File: config.mk
export PLATFORM = sky130hd
export DESIGN_NAME = rir_addr_gen
export DESIGN_NICKNAME = d
export VERILOG_FILES = /design/src/rtl/rir_pkg.sv /design/src/rtl/rir_addr_gen.sv
export SDC_FILE = /design/constraint.sdc
export NUM_CORES = 1
export LEC_CHECK = 0
export BUFFER_PORTS_ARGS = -buffer_cell sky130_fd_sc_hd__buf_2
export CORE_MARGIN = 4
export CORE_UTILIZATION = 57
export CTS_CLUSTER_DIAMETER = 50
export DETAILED_ROUTE_END_ITERATION = 16
export GPL_ROUTABILITY_DRIVEN = 1
export GPL_TIMING_DRIVEN = 0
export PLACE_DENSITY = 0.79
export SLEW_MARGIN = 20
export SYNTH_ARGS = -nofsm -noshare
export SYNTH_HDL_FRONTEND = slang
export SYNTH_SLANG_ARGS = --single-unit
File: constraint.sdc
create_clock -name clk -period 7.15 [get_ports clk]
set_input_delay 1.0725 -clock clk [delete_from_list [all_inputs] [get_ports clk]]
set_output_delay 1.0725 -clock clk [all_outputs]
set_load 0.05 [all_outputs]
File: src/rtl/rir_pkg.sv
// Package with the shared constants, types and helpers of the frame rotator.
`default_nettype none

package rir_pkg;

  // Frame store geometry.
  localparam int MAX_WIDTH   = 512;
  localparam int MAX_HEIGHT  = 512;
  localparam int MAX_DIM     = (MAX_WIDTH > MAX_HEIGHT) ? MAX_WIDTH : MAX_HEIGHT;
  localparam int STORE_DEPTH = MAX_WIDTH * MAX_HEIGHT;
  localparam int ADDR_W      = (STORE_DEPTH > 1) ? $clog2(STORE_DEPTH) : 1;
  localparam int COORD_W     = (MAX_DIM > 1) ? $clog2(MAX_DIM) : 1;
  localparam int SIZE_W      = $clog2(MAX_DIM + 1);
  localparam int CNT_W       = $clog2(STORE_DEPTH + 1);

  // Fixed field widths of the interface.
  localparam int PIXEL_W    = 32;
  localparam int DEST_W     = 9;
  localparam int CFG_SIZE_W = 10;
  localparam int CFG_DATA_W = 10;
  localparam int CFG_IDX_W  = 3;

  // Configuration register indexes.
  typedef enum logic [CFG_IDX_W-1:0] {
    REG_SOURCE_WIDTH      = 3'd0,
    REG_SOURCE_HEIGHT     = 3'd1,
    REG_QUARTER_TURNS     = 3'd2,
    REG_MIRROR_HORIZONTAL = 3'd3,
    REG_MIRROR_VERTICAL   = 3'd4
  } cfg_reg_t;

  // Rotation codes.
  localparam logic [1:0] TURN_NONE = 2'd0;
  localparam logic [1:0] TURN_90   = 2'd1;
  localparam logic [1:0] TURN_180  = 2'd2;
  localparam logic [1:0] TURN_270  = 2'd3;

  // Effective geometry after clamping the size registers.
  typedef struct packed {
    logic [SIZE_W-1:0] width;
    logic [SIZE_W-1:0] height;
    logic [1:0]        quarter_turns;
    logic              mirror_h;
    logic              mirror_v;
  } geom_t;

  // Destination position and marks that travel with a fetch.
  typedef struct packed {
    logic [COORD_W-1:0] col;
    logic [COORD_W-1:0] row;
    logic               row_end;
    logic               frame_end;
  } fetch_tag_t;

  // A size of zero acts as one, a size above the maximum acts as the maximum.
  function automatic logic [SIZE_W-1:0] clamp_size(input logic [CFG_SIZE_W-1:0] v,
                                                   input int unsigned maxv);
    logic [SIZE_W-1:0] res;
    if (v == '0) begin
      res = SIZE_W'(1);
    end else if (32'(v) > maxv) begin
      res = SIZE_W'(maxv);
    end else begin
      res = SIZE_W'(v);
    end
    return res;
  endfunction

endpackage

`default_nettype wire

File: src/rtl/rir_addr_gen.sv
// Destination raster counters and mapping of a destination pixel to its store address.
`default_nettype none

module rir_addr_gen
  import rir_pkg::*;
(
  input  wire logic              clk,
  input  wire logic              rst_n,
  input  wire geom_t             geom,
  input  wire logic              step,
  output fetch_tag_t             tag_r,
  output logic      [ADDR_W-1:0] rd_addr
);

  logic [COORD_W-1:0] out_col_r, out_col_nxt;
  logic [COORD_W-1:0] out_row_r, out_row_nxt;
  logic [COORD_W-1:0] rx_r, ry_r;

  logic [SIZE_W-1:0] dw, dh, dw_m1, dh_m1;
  logic [SIZE_W-1:0] xs, ys, xs_p1, ys_p1;
  logic [SIZE_W-1:0] sx, sy, rx, ry;
  logic              outside;
  logic              row_end, frame_end;

  logic [COORD_W+SIZE_W-1:0] prod;
  logic [COORD_W+SIZE_W-1:0] sum;

  always_comb begin
    dw    = geom.quarter_turns[0] ? geom.height : geom.width;
    dh    = geom.quarter_turns[0] ? geom.width  : geom.height;
    dw_m1 = dw - SIZE_W'(1);
    dh_m1 = dh - SIZE_W'(1);

    // A position left outside the frame by a size change restarts the frame.
    outside = (SIZE_W'(out_col_r) >= dw) || (SIZE_W'(out_row_r) >= dh);
    xs      = outside ? '0 : SIZE_W'(out_col_r);
    ys      = outside ? '0 : SIZE_W'(out_row_r);

    // Undo mirroring, then undo rotation.
    sx = geom.mirror_h ? (dw_m1 - xs) : xs;
    sy = geom.mirror_v ? (dh_m1 - ys) : ys;

    case (geom.quarter_turns)
      TURN_90: begin
        rx = dh_m1 - sy;
        ry = sx;
      end
      TURN_180: begin
        rx = dw_m1 - sx;
        ry = dh_m1 - sy;
      end
      TURN_270: begin
        rx = sy;
        ry = dw_m1 - sx;
      end
      default: begin
        rx = sx;
        ry = sy;
      end
    endcase

    row_end   = (xs == dw_m1);
    frame_end = row_end && (ys == dh_m1);

    xs_p1 = xs + SIZE_W'(1);
    ys_p1 = ys + SIZE_W'(1);
    if (xs_p1 < dw) begin
      out_col_nxt = COORD_W'(xs_p1);
      out_row_nxt = COORD_W'(ys);
    end else begin
      out_col_nxt = '0;
      out_row_nxt = (ys_p1 < dh) ? COORD_W'(ys_p1) : '0;
    end
  end

  always_ff @(posedge clk) begin
    if (!rst_n) begin
      out_col_r <= '0;
      out_row_r <= '0;
    end else if (step) begin
      out_col_r <= out_col_nxt;
      out_row_r <= out_row_nxt;
    end
  end

  always_ff @(posedge clk) begin
    if (step) begin
      tag_r.col       <= COORD_W'(xs);
      tag_r.row       <= COORD_W'(ys);
      tag_r.row_end   <= row_end;
      tag_r.frame_end <= frame_end;
      rx_r            <= COORD_W'(rx);
      ry_r            <= COORD_W'(ry);
    end
  end

  // Raster address in the source, using the current source width.
  always_comb begin
    prod    = (COORD_W+SIZE_W)'(ry_r) * (COORD_W+SIZE_W)'(geom.width);
    sum     = prod + (COORD_W+SIZE_W)'(rx_r);
    rd_addr = ADDR_W'(sum);
  end

endmodule

`default_nettype wire

==> metrics, run 1 <==
share of cells above drive strength 1=19.60%; Adder-Cell Fraction of Synth Area=31.49%; Final GP Congestion=1.009; prevailing post-synth register cell=edfxtp_1; Worst Setup Start Kind=input port; Worst Clk Skew=0.01001 ns; Avg Synthesized Cell Area=8.944 um2; Routed Antenna Nets=0; CTS tree=done; mean number of vias per cell=5.922; Die Y=134.0 um; Detailed Place HPWL=18.89 mm; largest family of logic cells by synthesized area=adder cells; Final period util=97.85%; Slew @ Worst Pin=0.9568 ns; EDFF count, synth=38; FMAX=142.9 MHz; fin nets=1319; initial DRC count=493; Remaining DRCs=0; Vias=7805; min Tclk post-route=6.996 ns; Max Cap Viol=0; I/O pin cnt=65; Crit. Startpoint=geom[2]; Die W=134.0 um; Critical-path top delay cell=mux4_2; Critical Path Max Stage Delay=0.47 ns; Setup CP Type=input port to flip-flop; Worst Path Required=7.20 ns; TritonCTS Sinks=56; mux cell area share after synthesis=7.071%; clk buf depth=2; hold slack=0.5225 ns; endpoints failing setup=0; P&R area growth vs syn=16.12%; worst path arrival time=7.04 ns; xor/xnor cell area share of the yosys netlist=6.780%; Compound-Gate Fraction of Synth Area=13.16%; Rel. slew slack=36.21%; GR Util All Layers=26.48%; CP most frequent cell=buf_12; CTS Root Cell=clkbuf_16; Die ar.=17940 um2; capture point of the critical path=rx_r[7]; Slew Limit Fails=0; HP Class=flip-flop to flip-flop; ys async rst share=0%; clock slew at reported path FFs=0.07 ns; Initial Util=58.83%; port buffer count=62; grt ovf=0; global-route wire length before repair=38.40 mm; synthesized area=9042 um2; pin count of the biggest net entering global routing=42; status=completed; register bit total from synthesis=56; R2R cell count=22; final instance area=10500 um2; R2R setup slack=1.29 ns; Post-DP Area=9644 um2; Clk Latency, worst-skew pair=0.32 ns; Final Hold Viols=0; sequential element share of the synthesized area=16.60%; setup TNS=0 ns; CP Capture Type=flip-flop; Post-Synth Simple-Gate Area=17.46%; Distinct cells, synth=76; Reg2Reg Capture Point=rx_r[7]; number of cell rows=45; initial antenna violation count=0; synth warn=0; worst r2r src=out_col_r[0]; DRT Pass-1 Iters=5; Max FO, Critical Path=10; Avg WL per Cell=17.98 um; number of global-route vias before repair=7749; core area=15370 um2; Num CTS Buffers=5; ANT cells=0; post-synthesis instance total=1011; H-tree levels=2; drt total wl=23.70 mm; Mapped Nets=1224
[layer usage]
metal / up-vias / GRT usage [%] / wire length, um
met3: 64 / 2.738 / 1543
met5: - / 0 / 0
li1: 3670 / - / -
met1: 3760 / 34.77 / 10070
met2: 311 / 45.09 / 11230
met4: 0 / 10.46 / 867
[cell families after synthesis]
kind of cell | count (synthesis)
simple gates | 314
fa+ha+maj | 189
buf+inv | 172
compound gates | 164
xor+xnor | 70
flops | 56
mux | 46
[worst min path at each step]
stage / from / end / slack [ns] / cells after the start
3_3_place_gp: out_row_r[7] / out_row_r[7] / 0.50 / 2
3_5_place_dp: out_row_r[7] / out_row_r[7] / 0.50 / 2
4_1_cts: out_row_r[7] / out_row_r[7] / 0.51 / 2
5_1_grt: out_row_r[7] / out_row_r[7] / 0.55 / 2
6_report: out_row_r[7] / out_row_r[7] / 0.52 / 2
2_1_floorplan: out_row_r[7] / out_row_r[7] / 0.47 / 2
[final cells by class]
| type | count | area, um2 |
|---|---|---|
| multi-input cells | 783 | 7246 |
| fillers | 1216 | 4871 |
| flip-flops and latches | 56 | 1501 |
| repair buffers | 92 | 563.0 |
| inverters | 134 | 503.0 |
| plain buffers | 34 | 276.5 |
| well taps | 211 | 264.0 |
| clock buffers | 6 | 132.6 |
| clock inverters | 2 | 13.76 |
[per-stage QoR]
stage	worst slack, ns	util [%]	cells
after floorplan	0.01834	-	1011
after global placement	-1.156	62.74	1284
after detailed placement	-1.240	62.74	1284
after CTS	-0.03213	65.35	1297
after global routing	-0.08590	68.31	1318
final	0.1535	68.31	1318
[state kept, by name (all words and copies together) (netlist names)]
signal / cells
out_col_r: 9
out_row_r: 9
rx_r: 9
ry_r: 9
tag_r: 20
[Yosys cell counts (13+ instances only)]
master	number	area (um2)
xor2_1	24	210.2
xnor2_1	46	402.9
and2_1	36	225.2
ha_1	121	1514
edfxtp_1	38	1141
a21oi_1	32	160.2
clkbuf_1	31	116.4
nand2_1	120	450.4
nand3_1	31	155.2
inv_1	133	499.2
mux2i_1	28	280.3
nor2_1	31	116.4
o21ai_0	30	150.1
dfxtp_1	18	360.4
a21o_1	18	135.1
a21boi_0	13	97.59
nor3_1	13	65.06
fa_1	65	1301
nand2b_1	17	106.4
mux4_2	13	292.8
[worst max-delay path, delay by kind of cell]
| kind | cells | cell delay, ns |
|---|---|---|
| XOR/XNOR | 1 | 0.14 |
| buffers and inverters | 10 | 1.33 |
| adder cells (fa/ha/maj) | 5 | 1.55 |
| AO/OA/AOI/OAI | 8 | 1.62 |
| AND/OR/NAND/NOR | 4 | 0.56 |
| multiplexers | 2 | 0.71 |
[layout by cell type (no fill, tap or decap), drive strengths merged, types with 7 or more instances in the layout]
cell type	synthesis	routed
inv	133	134
ha	121	121
nand2	120	120
buf	7	103
fa	65	65
xnor2	46	46
edfxtp	38	38
and2	36	36
nand3	33	33
a21oi	32	32
nor2	32	32
o21ai	32	32
mux2i	32	32
clkbuf	31	29
xor2	24	24
a21o	18	18
dfxtp	18	18
nand2b	17	17
a21boi	16	16
nor3	13	13
mux4	13	13
nor2b	12	12
nand4	11	11
o21a	9	9
and3	8	8
a211oi	8	8
nor4	7	7
[what timing repair did]
action                                  4_1_cts  5_1_grt
hold buffers                                  0        0
gates resized for setup                      55       79
setup buffers                                 7       22
endpoints found under the setup margin       26       21
pin swaps                                     7       19
gates cloned                                  0        1
Power of run 1 is left out: the tool's default activity adds up to more than one toggle a clock period on the data nets, which glitch-free logic cannot reach.
==> inputs of run 2 (changes only) <==
--- a/config.mk
+++ b/config.mk
@@ -6,7 +6,7 @@
 export NUM_CORES = 1
 export LEC_CHECK = 0
 export BUFFER_PORTS_ARGS = -buffer_cell sky130_fd_sc_hd__buf_2
-export CORE_MARGIN = 4
+export CORE_MARGIN = 2
 export CORE_UTILIZATION = 57
 export CTS_CLUSTER_DIAMETER = 50
 export DETAILED_ROUTE_END_ITERATION = 16
==> constraint.sdc (replaced) <==
create_clock -name clk -period 7.15 [get_ports clk]
set_input_delay 1.0725 -clock clk [delete_from_list [all_inputs] [get_ports clk]]
set_output_delay 1.0725 -clock clk [all_outputs]
set_load 0.01 [all_outputs]
==> run 2 against run 1 <==
Via count is 0.77% lower. Sequential share of layout area is 0.29 points higher. Clock skew is 0.0037 ns lower. Core utilization is 2.8 points lower. Critical path depth is 1 lower. Hold slack worse by 0.0074 ns. Fmax hardly changed. Register-to-register slack worse by 0.06 ns. Largest cell class unchanged.
==> metrics, run 2 (synthesis gave the netlist of run 1 again) <==
status=completed; H-tree levels=2 (unchanged); clock slew at reported path FFs=0.07 ns (about the same); fin worst setup slack=0.1593 ns (+0.005798 ns); Max Cap Viol=0 (unchanged); Die W=130.0 um (-3.0%); Remaining DRCs=0 (unchanged); most common cell after layout, fill and taps aside=inv_1; Placed Cells=1289 (+0.39%); Worst Path Required=7.20 ns (about the same); hold slack=0.5151 ns (-0.007431 ns); FMAX=143.0 MHz (about the same); Num CTS Buffers=5 (unchanged); TritonCTS Sinks=56 (unchanged); Final period util=97.77% (about the same); CP top delay family=adder cells; ANT cells=0 (unchanged); core area=15710 um2 (+2.2%); fin nets=1306 (-0.99%); CP Capture Type=flip-flop; CTS tree=done; Final Hold Viols=0 (unchanged); CP most frequent cell=a21o_1; Final GP Congestion=0.9665 (-4.2%); pin count of the biggest net entering global routing=42 (unchanged); initial antenna violation count=0 (unchanged); Setup CP Type=input port to flip-flop; Worst Clk Skew=0.006304 ns (-0.003702 ns); Place WS=-1.342 ns (-0.1023 ns); register area=1501 um2 (unchanged); Initial Util=57.55% (-1.3 points); endpoints failing setup=0 (unchanged); Clk Latency, worst-skew pair=0.31 ns (about the same); drt total wl=22.73 mm (-4.1%); DRT Pass-1 Iters=5 (unchanged); Die Y=130.0 um (-3.0%); Slew @ Worst Pin=0.9885 ns (+0.03169 ns); Worst VDD drop=0.6665 mV; leakage power=4.817 nW; most frequent cells in the layout=inv_1, nand2_1, ha_1; Critical Path Max Stage Delay=0.46 ns (about the same); Die ar.=16890 um2 (-5.9%); largest reg by FF count=tag_r; number of global-route vias before repair=7380 (-4.8%); Max FO, Critical Path=19 (+9); Slew Limit Fails=0 (unchanged); I/O pin cnt=65 (unchanged); CTS Root Cell=clkbuf_16; final instance area=10290 um2 (-2.0%); area of the multi-input gates=7147 um2 (-1.4%); Post-DP Area=9644 um2 (unchanged); GR Util All Layers=27.46% (+0.98 points); number of cell rows=46 (+2.2%); P&R area growth vs syn=13.85%; min Tclk post-route=6.991 ns (-0.005798 ns); worst path arrival time=7.04 ns (about the same); Critical-path top delay cell=mux4_2; max FFs per register=20 (unchanged); Rel. slew slack=34.10% (-2.1 points); CP bufs+invs=9 (-1); Power per Cell Area=395.0 nW/um2; Routed Antenna Nets=0 (unchanged); Detailed Place HPWL=18.50 mm (-2.1%); setup TNS=0 ns (unchanged); Worst Setup Start Kind=input port; HP Class=flip-flop to flip-flop; clk buf depth=2 (unchanged); Final Non-Filler Cells=1310 (-0.61%); filler cell count=1260 (+3.6%); port buffer count=62 (unchanged); Avg WL per Cell=17.35 um (-3.5%); Vias=7745 (-0.77%); hold_buf cts=0 (unchanged); share of cells above drive strength 1=17.37% (-2.2 points); global-route wire length before repair=36.23 mm (-5.6%); initial DRC count=444 (-9.9%); mean number of vias per cell=5.912 (-0.16%); grt ovf=0 (unchanged)
-- run 2: cell count changes in the layout (fill, tap and decap cells not counted), sizes merged --
cell | before | now
bufinv | 0 | 1
buf | 103 | 92
clkbuf | 29 | 26
-- run 2: worst paths after layout --
path                            depth (start not counted)         start  slack, ns            to
worst max-delay path                                   29       geom[2]       0.16       rx_r[7]
worst min-delay path                                    2  out_row_r[5]       0.52  out_row_r[5]
worst max register to register                         22  out_col_r[0]       1.23       rx_r[7]
worst min register to register                          2  out_row_r[5]       0.52  out_row_r[5]
-- run 2: per-layer routing --
metal,vias up,wire (um),GRT usage [%]
met5,-,0,0
met4,0,902,12.14
met3,64,1186,2.296
met2,278,11070,46.17
met1,3754,9567,36.39
li1,3649,-,-
-- run 2: area by class of cell --
cell class,count,share of cell area [%]
Sequential cell,56,14.58
Buffer,30,2.236
Clock buffer,5,1.215
Multi-Input combinational cell,783,69.42
Tap cell,216,2.625
Timing Repair Buffer,83,4.582
Inverter,134,4.886
Clock inverter,3,0.4497
-- run 2: power breakdown --
| part | total [mW] | leakage (nW) | internal [mW] | switching, mW |
|---|---|---|---|---|
| Sequential | 0.392 | 0.526 | 0.381 | 0.0108 |
| Combinational | 3.38 | 4.21 | 1.56 | 1.82 |
| Clock | 0.295 | 0.0857 | 0.168 | 0.127 |
-- run 2: timing repair --
item	in CTS	in global routing
endpoints found under the setup margin	25	14
gates resized for setup	40	58
hold endpoints to repair	0	0
setup buffers	11	10
pin swaps	8	11
-- run 2: worst min-delay path: stages (launching register included) --
cell      delay, ns
dfxtp_1        0.34
nand2_1        0.06
a21boi_0       0.07
-- run 2: metrics by stage --
step | utilization, % | total power [mW]
after floorplan | - | 2.728
after global placement | 61.38 | 3.509
after detailed placement | 61.38 | 3.573
after CTS | 63.89 | 3.938
after global routing | 65.52 | 4.547
final | 65.52 | 4.066
No activity file was read; power rests on OpenSTA's default activity.
==> inputs of run 3 (changes only) <==
--- a/config.mk
+++ b/config.mk
@@ -6,13 +6,13 @@
 export NUM_CORES = 1
 export LEC_CHECK = 0
 export BUFFER_PORTS_ARGS = -buffer_cell sky130_fd_sc_hd__buf_2
-export CORE_MARGIN = 2
+export CORE_MARGIN = 3
 export CORE_UTILIZATION = 57
 export CTS_CLUSTER_DIAMETER = 50
 export DETAILED_ROUTE_END_ITERATION = 16
 export GPL_ROUTABILITY_DRIVEN = 1
 export GPL_TIMING_DRIVEN = 0
-export PLACE_DENSITY = 0.79
+export PLACE_DENSITY_LB_ADDON = 0.15
 export SLEW_MARGIN = 20
 export SYNTH_ARGS = -nofsm -noshare
 export SYNTH_HDL_FRONTEND = slang
==> run 3 against run 2 <==
Hold slack better by 0.0053 ns. Worst setup slack worse by 0.037 ns. Core utilization up 1.6 points. Clock skew down 0.0016 ns. Final cell count up 0.46%. Critical endpoint is now rx_r[8]. Combinational power about the same. Critical path type unchanged. Critical path depth up 2. Power down 1.4%. First-iteration DRC count up 13%. Non-clock buffer count up 11. Clock power down 14%.
==> metrics, run 3 (synthesis gave the netlist of run 1 again) <==
status=completed; TritonCTS Sinks=56 (unchanged); worst r2r src=out_col_r[0]; ANT cells=0 (unchanged); Die W=132.0 um (+1.5%); number of cell rows=45 (-2.2%); Rel. slew slack=34.41% (+0.31 points); Final GP Congestion=0.9739 (+0.77%); worst hold stages=2 (unchanged); core area=15370 um2 (-2.2%); number of global-route vias before repair=7429 (+0.66%); global-route wire length before repair=37.45 mm (+3.4%); hold path start=out_row_r[7]; Num CTS Buffers=5 (unchanged); max FFs per register=20 (unchanged); min Tclk post-route=7.028 ns (+0.03705 ns); CP bufs+invs=11 (+2); Setup CP Type=input port to flip-flop; most common cell after layout, fill and taps aside=inv_1; share of cells above drive strength 1=17.92% (+0.55 points); Die Y=132.0 um (+1.5%); leakage power=4.857 nW (+0.83%); worst path arrival time=7.08 ns (+0.04 ns); CP Capture Type=flip-flop; fin worst setup slack=0.1223 ns (-0.03705 ns); endpoints failing setup=0 (unchanged); HP Class=flip-flop to flip-flop; CTS Root Cell=clkbuf_16; fin nets=1317 (+0.84%); Remaining DRCs=0 (unchanged); Power per Cell Area=388.6 nW/um2 (-1.6%); Die ar.=17410 um2 (+3.1%); Slew @ Worst Pin=0.9838 ns (-0.004685 ns); Post-DP Area=9638 um2 (about the same); I/O pin cnt=65 (unchanged); port buffer count=62 (unchanged); Final period util=98.29% (+0.52 points); Initial Util=58.83% (+1.3 points); hold_buf cts=0 (unchanged); Reg2Reg Capture Point=rx_r[7]; Slew Limit Fails=0 (unchanged); Max Cap Viol=0 (unchanged); final core occ=67.15% (+1.6 points); setup TNS=0 ns (unchanged); Vias=7701 (-0.57%); final instance area=10320 um2 (+0.25%); Worst Clk Skew=0.004682 ns (-0.001622 ns); CP top delay family=adder cells; drt total wl=23.32 mm (+2.6%); Critical-path top delay cell=mux4_2; Avg WL per Cell=17.72 um (+2.1%); filler cell count=1282 (+1.7%); Worst VDD drop=0.6219 mV (-6.7%); FMAX=142.3 MHz (-0.53%); mean number of vias per cell=5.852 (-1.0%); Final Hold Viols=0 (unchanged); P&R area growth vs syn=14.14%; Final Non-Filler Cells=1316 (+0.46%); grt ovf=0 (unchanged); Worst Hold Endpoint=out_row_r[7]; Routed Antenna Nets=0 (unchanged); Max FO, Critical Path=10 (-9); CTS tree=done; most frequent cells in the layout=inv_1, nand2_1, ha_1; DRT Pass-1 Iters=5 (unchanged); Critical Path Max Stage Delay=0.46 ns (about the same); GR Util All Layers=26.28% (-1.2 points); H-tree levels=2 (unchanged); Detailed Place HPWL=18.66 mm (+0.88%); R2R setup slack=1.31 ns (+0.08 ns); Worst Setup Start Kind=input port; initial DRC count=503 (+13%); clk buf depth=2 (unchanged); pin count of the biggest net entering global routing=42 (unchanged); R2R cell count=22 (unchanged); Clk Latency, worst-skew pair=0.31 ns (about the same); RSZ-0062 raised after global routing=yes; initial antenna violation count=0 (unchanged); largest reg by FF count=tag_r; clock slew at reported path FFs=0.07 ns (about the same); Placed Cells=1284 (-0.39%); Worst Path Required=7.20 ns (about the same); Place WS=-1.328 ns (+0.01386 ns); CP most frequent cell=buf_12
## run 3: cell count changes in the layout (fill, tap and decap cells not counted), sizes merged
cell,change
clkbuf,+5
bufinv,-1
buf,+7
## run 3: layout make-up
class | instances | area (um2) | share of cell area [%]
Clock inverter | 2 | 13.76 | 0.1334
Inverter | 134 | 503.0 | 4.873
Sequential cell | 56 | 1501 | 14.55
Tap cell | 211 | 264.0 | 2.558
Multi-Input combinational cell | 783 | 7117 | 68.95
Timing Repair Buffer | 89 | 525.5 | 5.092
Clock buffer | 6 | 128.9 | 1.249
Buffer | 35 | 267.8 | 2.594
## run 3: worst min-delay path, cell delays in order (launching register included)
cell	delay [ns]
dfxtp_1	0.35
nand2_1	0.07
a21boi_1	0.05
## run 3: timing repair
item                       in CTS  in global routing
hold endpoints to repair        0                  0
pin swaps                       4                 12
setup buffers                   9                 18
setup endpoints to repair      25                 12
gates resized for setup        44                 58
## run 3: per-layer routing
| metal | routed length (um) | share of wire (%) | track usage [%] |
|---|---|---|---|
| met5 | 0 | 0 | 0 |
| met4 | 724 | 3.1 | 9.918 |
| met3 | 1376 | 5.9 | 3.435 |
| met2 | 11240 | 48 | 43.93 |
| met1 | 9987 | 43 | 34.95 |
## run 3: worst max path at each step
stage	startpoint	slack, ns	cells after the start	end
2_1_floorplan	geom[2]	0.02	28	rx_r[7]
3_3_place_gp	geom[2]	-1.26	29	rx_r[8]
3_5_place_dp	geom[2]	-1.33	29	rx_r[8]
4_1_cts	geom[17]	0.01	20	rd_addr[17]
5_1_grt	geom[2]	-0.1	31	rx_r[8]
6_report	geom[2]	0.12	31	rx_r[8]
## run 3: power breakdown
part / leakage (nW) / switching, mW / total, mW / internal [mW]
Combinational: 4.26 / 1.84 / 3.36 / 1.52
Clock: 0.0712 / 0.123 / 0.255 / 0.131
Sequential: 0.526 / 0.0106 / 0.392 / 0.381
## run 3: per-stage QoR
| stage | hold slack (ns) | power (mW) |
|---|---|---|
| 2_1_floorplan | 0.4659 | 2.728 |
| 4_1_cts | 0.5139 | 3.930 |
| 3_5_place_dp | 0.5044 | 3.603 |
| 3_3_place_gp | 0.4927 | 3.534 |
| 5_1_grt | 0.5447 | 4.500 |
| 6_report | 0.5203 | 4.011 |
